<file path="config.mk">
export PLATFORM = sky130hd
export DESIGN_NAME = bdm_interp
export DESIGN_NICKNAME = d
export VERILOG_FILES = /design/src/rtl/bdm_pkg.sv /design/src/rtl/bdm_interp.sv
export SDC_FILE = /design/constraint.sdc
export NUM_CORES = 1
export LEC_CHECK = 0
export BUFFER_PORTS_ARGS = -buffer_cell sky130_fd_sc_hd__buf_2
export CAP_MARGIN = 20
export CORE_UTILIZATION = 45
export DETAILED_ROUTE_END_ITERATION = 8
export PLACE_DENSITY = 0.62
export SLEW_MARGIN = 20
export SYNTH_ARGS = -nofsm -noshare
export SYNTH_HDL_FRONTEND = slang
export SYNTH_SLANG_ARGS = --single-unit
</file>
<file path="constraint.sdc">
create_clock -name vclk -period 10.2
set_input_delay 0.51 -clock vclk [all_inputs]
set_output_delay 0.51 -clock vclk [all_outputs]
set_load 0.005 [all_outputs]
</file>
<file path="src/rtl/bdm_pkg.sv">
// ----------------------------------------------------------------------------
// bdm_pkg
// Shared types and constants of the RGGB Bayer bilinear demosaic block.
// ----------------------------------------------------------------------------
package bdm_pkg;

   typedef logic [7:0] pix_type;

   // 3x3 neighborhood, [row][column]; row 0 is the upper line, column 2 newest
   typedef pix_type [2:0][2:0] window_type;

   typedef struct packed {
      logic       mode;
      logic [9:0] raw_sample;
   } req_word_type;

   typedef struct packed {
      logic [7:0] byte0;
      logic [7:0] byte1;
      logic [7:0] byte2;
      logic       frame_end;
   } rsp_word_type;

   // position of the pixel that leaves the window stage
   typedef struct packed {
      logic top;
      logic bot;
      logic lef;
      logic rig;
      logic oddr;
      logic oddc;
      logic last;
   } pos_flags_type;

   localparam int CSR_INDEX_W = 2;
   localparam int CSR_DATA_W  = 16;

   localparam logic [CSR_INDEX_W-1:0] CSR_FRAME_WIDTH  = 2'd0;
   localparam logic [CSR_INDEX_W-1:0] CSR_FRAME_HEIGHT = 2'd1;
   localparam logic [CSR_INDEX_W-1:0] CSR_OUTPUT_ORDER = 2'd2;

   localparam logic [12:0] FRAME_WIDTH_RESET  = 13'd640;
   localparam logic [15:0] FRAME_HEIGHT_RESET = 16'd480;

   localparam logic MODE_SAMPLE = 1'b0;
   localparam logic MODE_FLUSH  = 1'b1;

   localparam logic ORDER_BGR = 1'b0;
   localparam logic ORDER_RGB = 1'b1;

endpackage

</file>
<file path="src/rtl/bdm_interp.sv">
// ----------------------------------------------------------------------------
// bdm_interp
// Bilinear color reconstruction of the window center, with border rules.
// ----------------------------------------------------------------------------
module bdm_interp (
   input  bdm_pkg::window_type    win,
   input  bdm_pkg::pos_flags_type flags,
   input  logic                   output_order,
   output bdm_pkg::rsp_word_type  word
);
   import bdm_pkg::*;

   // x/3 == (x*683)>>11 for every x below 2048
   localparam logic [9:0] RECIP3       = 10'd683;
   localparam int         RECIP3_SHIFT = 11;

   // {count, sum} of the selected neighbors
   function automatic logic [12:0] pick4(input logic [3:0] sel,
                                         input pix_type v0, input pix_type v1,
                                         input pix_type v2, input pix_type v3);
      logic [9:0] sum;
      logic [2:0] cnt;
      sum = 10'd0;
      cnt = 3'd0;
      if (sel[0]) begin sum = sum + {2'b00, v0}; cnt = cnt + 3'd1; end
      if (sel[1]) begin sum = sum + {2'b00, v1}; cnt = cnt + 3'd1; end
      if (sel[2]) begin sum = sum + {2'b00, v2}; cnt = cnt + 3'd1; end
      if (sel[3]) begin sum = sum + {2'b00, v3}; cnt = cnt + 3'd1; end
      return {cnt, sum};
   endfunction

   // mean over one, two or four terms
   function automatic pix_type shift_mean(input logic [12:0] cs);
      pix_type res;
      case (cs[12:10])
         3'd2:    res = cs[8:1];
         3'd4:    res = cs[9:2];
         default: res = cs[7:0];
      endcase
      return res;
   endfunction

   pix_type a, b, l, r, al, ar, bl, br, s;
   logic [12:0] g_cs, d_cs, h_cs, v_cs;
   logic [3:0]  g_sel;
   logic [19:0] g_prod;
   pix_type     grn_avg, diag, horiz, vert;
   pix_type     red, grn, blu;
   logic        rig_blue;

   always_comb begin
      a  = win[0][1];
      b  = win[2][1];
      l  = win[1][0];
      r  = win[1][2];
      al = win[0][0];
      ar = win[0][2];
      bl = win[2][0];
      br = win[2][2];
      s  = win[1][1];

      // blue site on the right column above the bottom: vertical green only
      rig_blue = flags.oddr && flags.oddc && flags.rig && !flags.bot;
      if (rig_blue) begin
         g_sel = {1'b0, 1'b0, 1'b1, !flags.top};
      end else begin
         g_sel = {!flags.rig, !flags.lef, !flags.bot, !flags.top};
      end
      g_cs   = pick4(g_sel, a, b, l, r);
      g_prod = g_cs[9:0] * RECIP3;
      case (g_cs[12:10])
         3'd2:    grn_avg = g_cs[8:1];
         3'd3:    grn_avg = g_prod[RECIP3_SHIFT+7:RECIP3_SHIFT];
         3'd4:    grn_avg = g_cs[9:2];
         default: grn_avg = g_cs[7:0];
      endcase

      d_cs = pick4({!flags.bot && !flags.rig, !flags.bot && !flags.lef,
                    !flags.top && !flags.rig, !flags.top && !flags.lef},
                   al, ar, bl, br);
      h_cs = pick4({2'b00, !flags.rig, !flags.lef}, l, r, 8'd0, 8'd0);
      v_cs = pick4({2'b00, !flags.bot, !flags.top}, a, b, 8'd0, 8'd0);
      diag  = shift_mean(d_cs);
      horiz = shift_mean(h_cs);
      vert  = shift_mean(v_cs);

      case ({flags.oddr, flags.oddc})
         2'b00: begin
            red = s;
            grn = grn_avg;
            blu = diag;
         end
         2'b11: begin
            red = diag;
            grn = grn_avg;
            blu = s;
         end
         2'b01: begin
            red = horiz;
            grn = s;
            blu = vert;
         end
         default: begin
            red = vert;
            grn = s;
            blu = horiz;
         end
      endcase

      word.byte0     = (output_order == ORDER_RGB) ? red : blu;
      word.byte1     = grn;
      word.byte2     = (output_order == ORDER_RGB) ? blu : red;
      word.frame_end = flags.last;
   end

endmodule

</file>
Yosys cells after proc, flatten, opt, wreduce, memory -nomap -nowiden
Cells that the tools add are included.

word-level totals
  input port bits = 80
  bits in registers = 0

operators by class
  eq/ne operators = 11
  multiplexer cells = 34
  $add $sub $neg = 16
  reductions and logical operators = 13
  multipliers = 1

operator list
  operator                                                               number
  10-bit by 8-bit adder with 10-bit output                               8
  10-bit two-way mux                                                     8
  8-bit case mux with 3 select lines                                     3
  8-bit two-way mux                                                      7
  8-bit case mux with 2 select lines                                     3
  3-bit by 1-bit adder with 3-bit output, second input constant          8
  3-bit two-way mux                                                      8
  10-bit by 10-bit multiplier with 19-bit output, second input constant  1
  3-bit by 2-bit equality test with 1-bit output, second input constant  5
  3-bit equality test, second input constant                             4
  1-bit logical AND                                                      7
  1-bit logical NOT                                                      4
  1-bit two-way mux                                                      4
  4-bit two-way mux                                                      1
  2-bit by 1-bit equality test with 1-bit output, second input constant  1
  2-bit equality test, second input constant                             1
  2-bit logical NOT                                                      1
  2-bit OR reduction                                                     1

Logic depth before layout (Yosys ltp)
  word-level depth = 14
  gate-level depth with buffers = 44

Worst setup path before layout
No wires, ideal clock.

  path kind = input to output
  start point = input port flags[6] in the netlist's numbering
  end point = output port word[13] in the netlist's numbering
  data arrival time = 8,899 ps
  setup slack = 791 ps
  buffers on the path = 2
  stages = 40
  cells stage by stage = buf_4 -> clkbuf_1 -> nor2b_1 -> ha_1 -> inv_1 -> fa_1 -> nor2_1 -> a21oi_1 -> inv_1 -> fa_1 -> a21o_1 -> a21oi_1 -> xnor2_1 -> mux2_2 -> ha_1 -> o21a_1 -> o31a_1 -> o21ai_0 -> [... 4 more ...] -> inv_1 -> ha_1 -> ha_1 -> fa_1 -> fa_1 -> inv_1 -> fa_1 -> inv_1 -> ha_1 -> a21o_1 -> a21o_1 -> a21oi_1 -> nor3b_1 -> a31oi_1 -> a21oi_1 -> xnor2_1 -> a2111oi_0 -> nor2_1

RTL lines
  item         RTL line         RTL
  from (decl)  bdm_interp.sv:7  input bdm_pkg::pos_flags_type flags,
  to (decl)    bdm_interp.sv:9  output bdm_pkg::rsp_word_type word

==> impl_results.md <==
- Chip height: 126.9 microns
- Mapped Cells: 947
- Synth unique cells: 84
- Power Density: 314.2 mW/mm^2
- Die ar.: 0.01611 sq mm
- Share of cells above drive strength 1: 17.43%
- Slew @ Worst Pin: 968.7 ps
- Seq. cell area: 0 sq um
- Status: finished, final reports clean
- Post-DP Area: 0.007707 sq mm
- Crit path required time: 9690 ps
- Syn_area_per_cell: 7.415 sq um
- Most used cell, CP: ha_1
- Largest net degree at the start of global routing: 43
- Antenna diodes: 0
- Mapped Area: 0.007022 sq mm
- Critical-path maximum fanout: 9
- Setup CP Type: in -> out
- Design Area, Final: 0.007795 sq mm
- VDD IR max: 381.5 uV
- Area of the core: 0.01520 sq mm
- Via count: 7,312
- Initial antenna violation count: 0
- Antenna Nets Post-Route: 0
- Placed Cells: 1,214
- Nets: 1,260
- TritonRoute pass-1 iters: 5
- Routed wire length: 21,890 microns
- Non-Filler Instances: 1,215
- DRC: 0
- Setup crit start kind: input pin
- Site Rows: 45
- Tcrit/Tclk final: 94.71%
- Vias in the first global route: 6,708
- Hold Path Class: in -> out
- Largest stage delay, worst path: 520 ps
- Max-slew violations: 0
- Initial DRC Count: 509
- Arr. time, crit path: 9150 ps
- Starting density of the core: 46.19%
- Gr usage total: 26.73%
- Critical path's slowest cell: fa_1
- YS warnings: 0
- Layout filler cell count: 1,564
- Slew margin rel.: 33.75%
- Die Wd: 126.9 microns
- Seq Cell Count: 0
- Total gr overflow: 0
- Area grow syn2layout: 11.01%
- Final GP Congestion: 0.9118
- LEAKAGE: 0.003794 uW
- Register area share after synthesis: 0%
- Area of the multi-input gates: 0.006620 sq mm
- Fin crit period: 9661 ps
- # clk buffers: 0
- DR WL/cell: 18.02 microns
- Mapped Nets: 1,178
- Vias per cell: 6.018
- Setup crit end kind: output port
- Final hold violation count: 0
- Num ports: 105
- # setup viols final: 0
- Post-CTS Hold Fix Bufs: 0
- Post-DP HPWL: 18,510 microns
- First-pass GRT wire length: 34,850 microns
- Achievable Freq: 0.1035 GHz
- I/O Buffers: 103
- Max cap viols: 0
- Setup TNS Final: 0 ps
==> report_power, final <==
part           total [uW]  internal [uW]  switching (uW)  leakage, uW
clock                   0              0               0            0
combinational        2450           1050            1400      0.00379
sequential              0              0               0            0
==> cells by family after synthesis <==
group / share of synthesized area [%]
compound gates: 30.08
simple gates: 20.63
fa+ha+maj: 29.94
buf+inv: 6.860
xor+xnor: 6.593
mux: 5.898
==> placed cells by master, fill, tap and decap left out, drive strengths merged, types with 18 or more instances in the layout <==
cell type and instances:
ha 124, buf 117, nor2 95, inv 84, a21oi 71, nand2 51, o21ai 41, xnor2 33
fa 27, nor2b 27, nor3 22, mux2 22, a21o 21, xor2 19, and2 19, o21a 18
==> cell type report <==
| cell class | instances | share of cell area, % |
|---|---|---|
| multi-input cells | 825 | 84.93 |
| repair buffers | 117 | 7.961 |
| inverters | 85 | 4.093 |
| well taps | 188 | 3.018 |
==> what timing repair did <==
item / 4_1_cts / 5_1_grt
endpoints found under the setup margin: 0 / 7
gates resized for setup: 0 / 16
buffers inserted: 0 / 1
hold endpoints to repair: 0 / 0
==> stage by stage <==
step	worst slack, ps	util (%)	hold slack [ps]	total power (uW)
finish	539.3	51.28	1020	2449
global route	-35.45	51.28	1020	2780
CTS	321.8	50.70	1020	2393
detailed placement	347.1	50.70	1020	2359
global placement	412.1	50.70	1020	2366
floorplan	790.9	-	1101	1759
==> layer usage <==
metal  up-vias  GRT usage (%)  routed length (microns)  part of all wire [%]
li1       3657              -                        -                     -
met1      3424          39.33                    10700                    49
met2       217          43.96                     9682                    44
met3        14          1.898                     1278                   5.8
met4         0          2.311                      233                   1.1
met5         -              0                        0                     0
==> synth_stat cells, drive strengths merged, types with 9 or more instances <==
| master | number | area share (%) |
|---|---|---|
| xor2 | 19 | 2.4 |
| a21oi | 71 | 5.2 |
| buf | 22 | 1.5 |
| clkbuf | 15 | 0.80 |
| fa | 27 | 7.7 |
| inv | 84 | 4.5 |
| a21o | 21 | 2.2 |
| a31oi | 15 | 1.4 |
| o21ai | 41 | 3.0 |
| a211oi | 15 | 1.9 |
| ha | 124 | 22 |
| and2 | 19 | 1.7 |
| xnor2 | 33 | 4.2 |
| nand2 | 51 | 2.7 |
| mux2i | 14 | 2.0 |
| o211ai | 9 | 0.96 |
| nor2 | 95 | 5.1 |
| mux2 | 22 | 3.6 |
| nand3 | 11 | 0.78 |
| a221oi | 16 | 2.1 |
| o21a | 18 | 1.9 |
| nor2b | 27 | 2.5 |
| o31ai | 15 | 1.7 |
| nor3 | 22 | 1.6 |
==> worst max-delay path: cells and delay by family <==
kind / cells / cell delay (ps)
XOR/XNOR: 6 / 1010
adder cells (fa/ha/maj): 10 / 3790
multiplexers: 1 / 290
buffers and inverters: 7 / 660
AND/OR/NAND/NOR: 4 / 490
AO/OA/AOI/OAI: 13 / 2430
==> final timing paths <==
check             slack (ps)      from       end  cells past startpoint
setup / recovery         540  flags[6]  word[13]                     41
hold / removal          1020  flags[0]   word[0]                      0
Note: power is estimated with default switching activity, not from simulation.
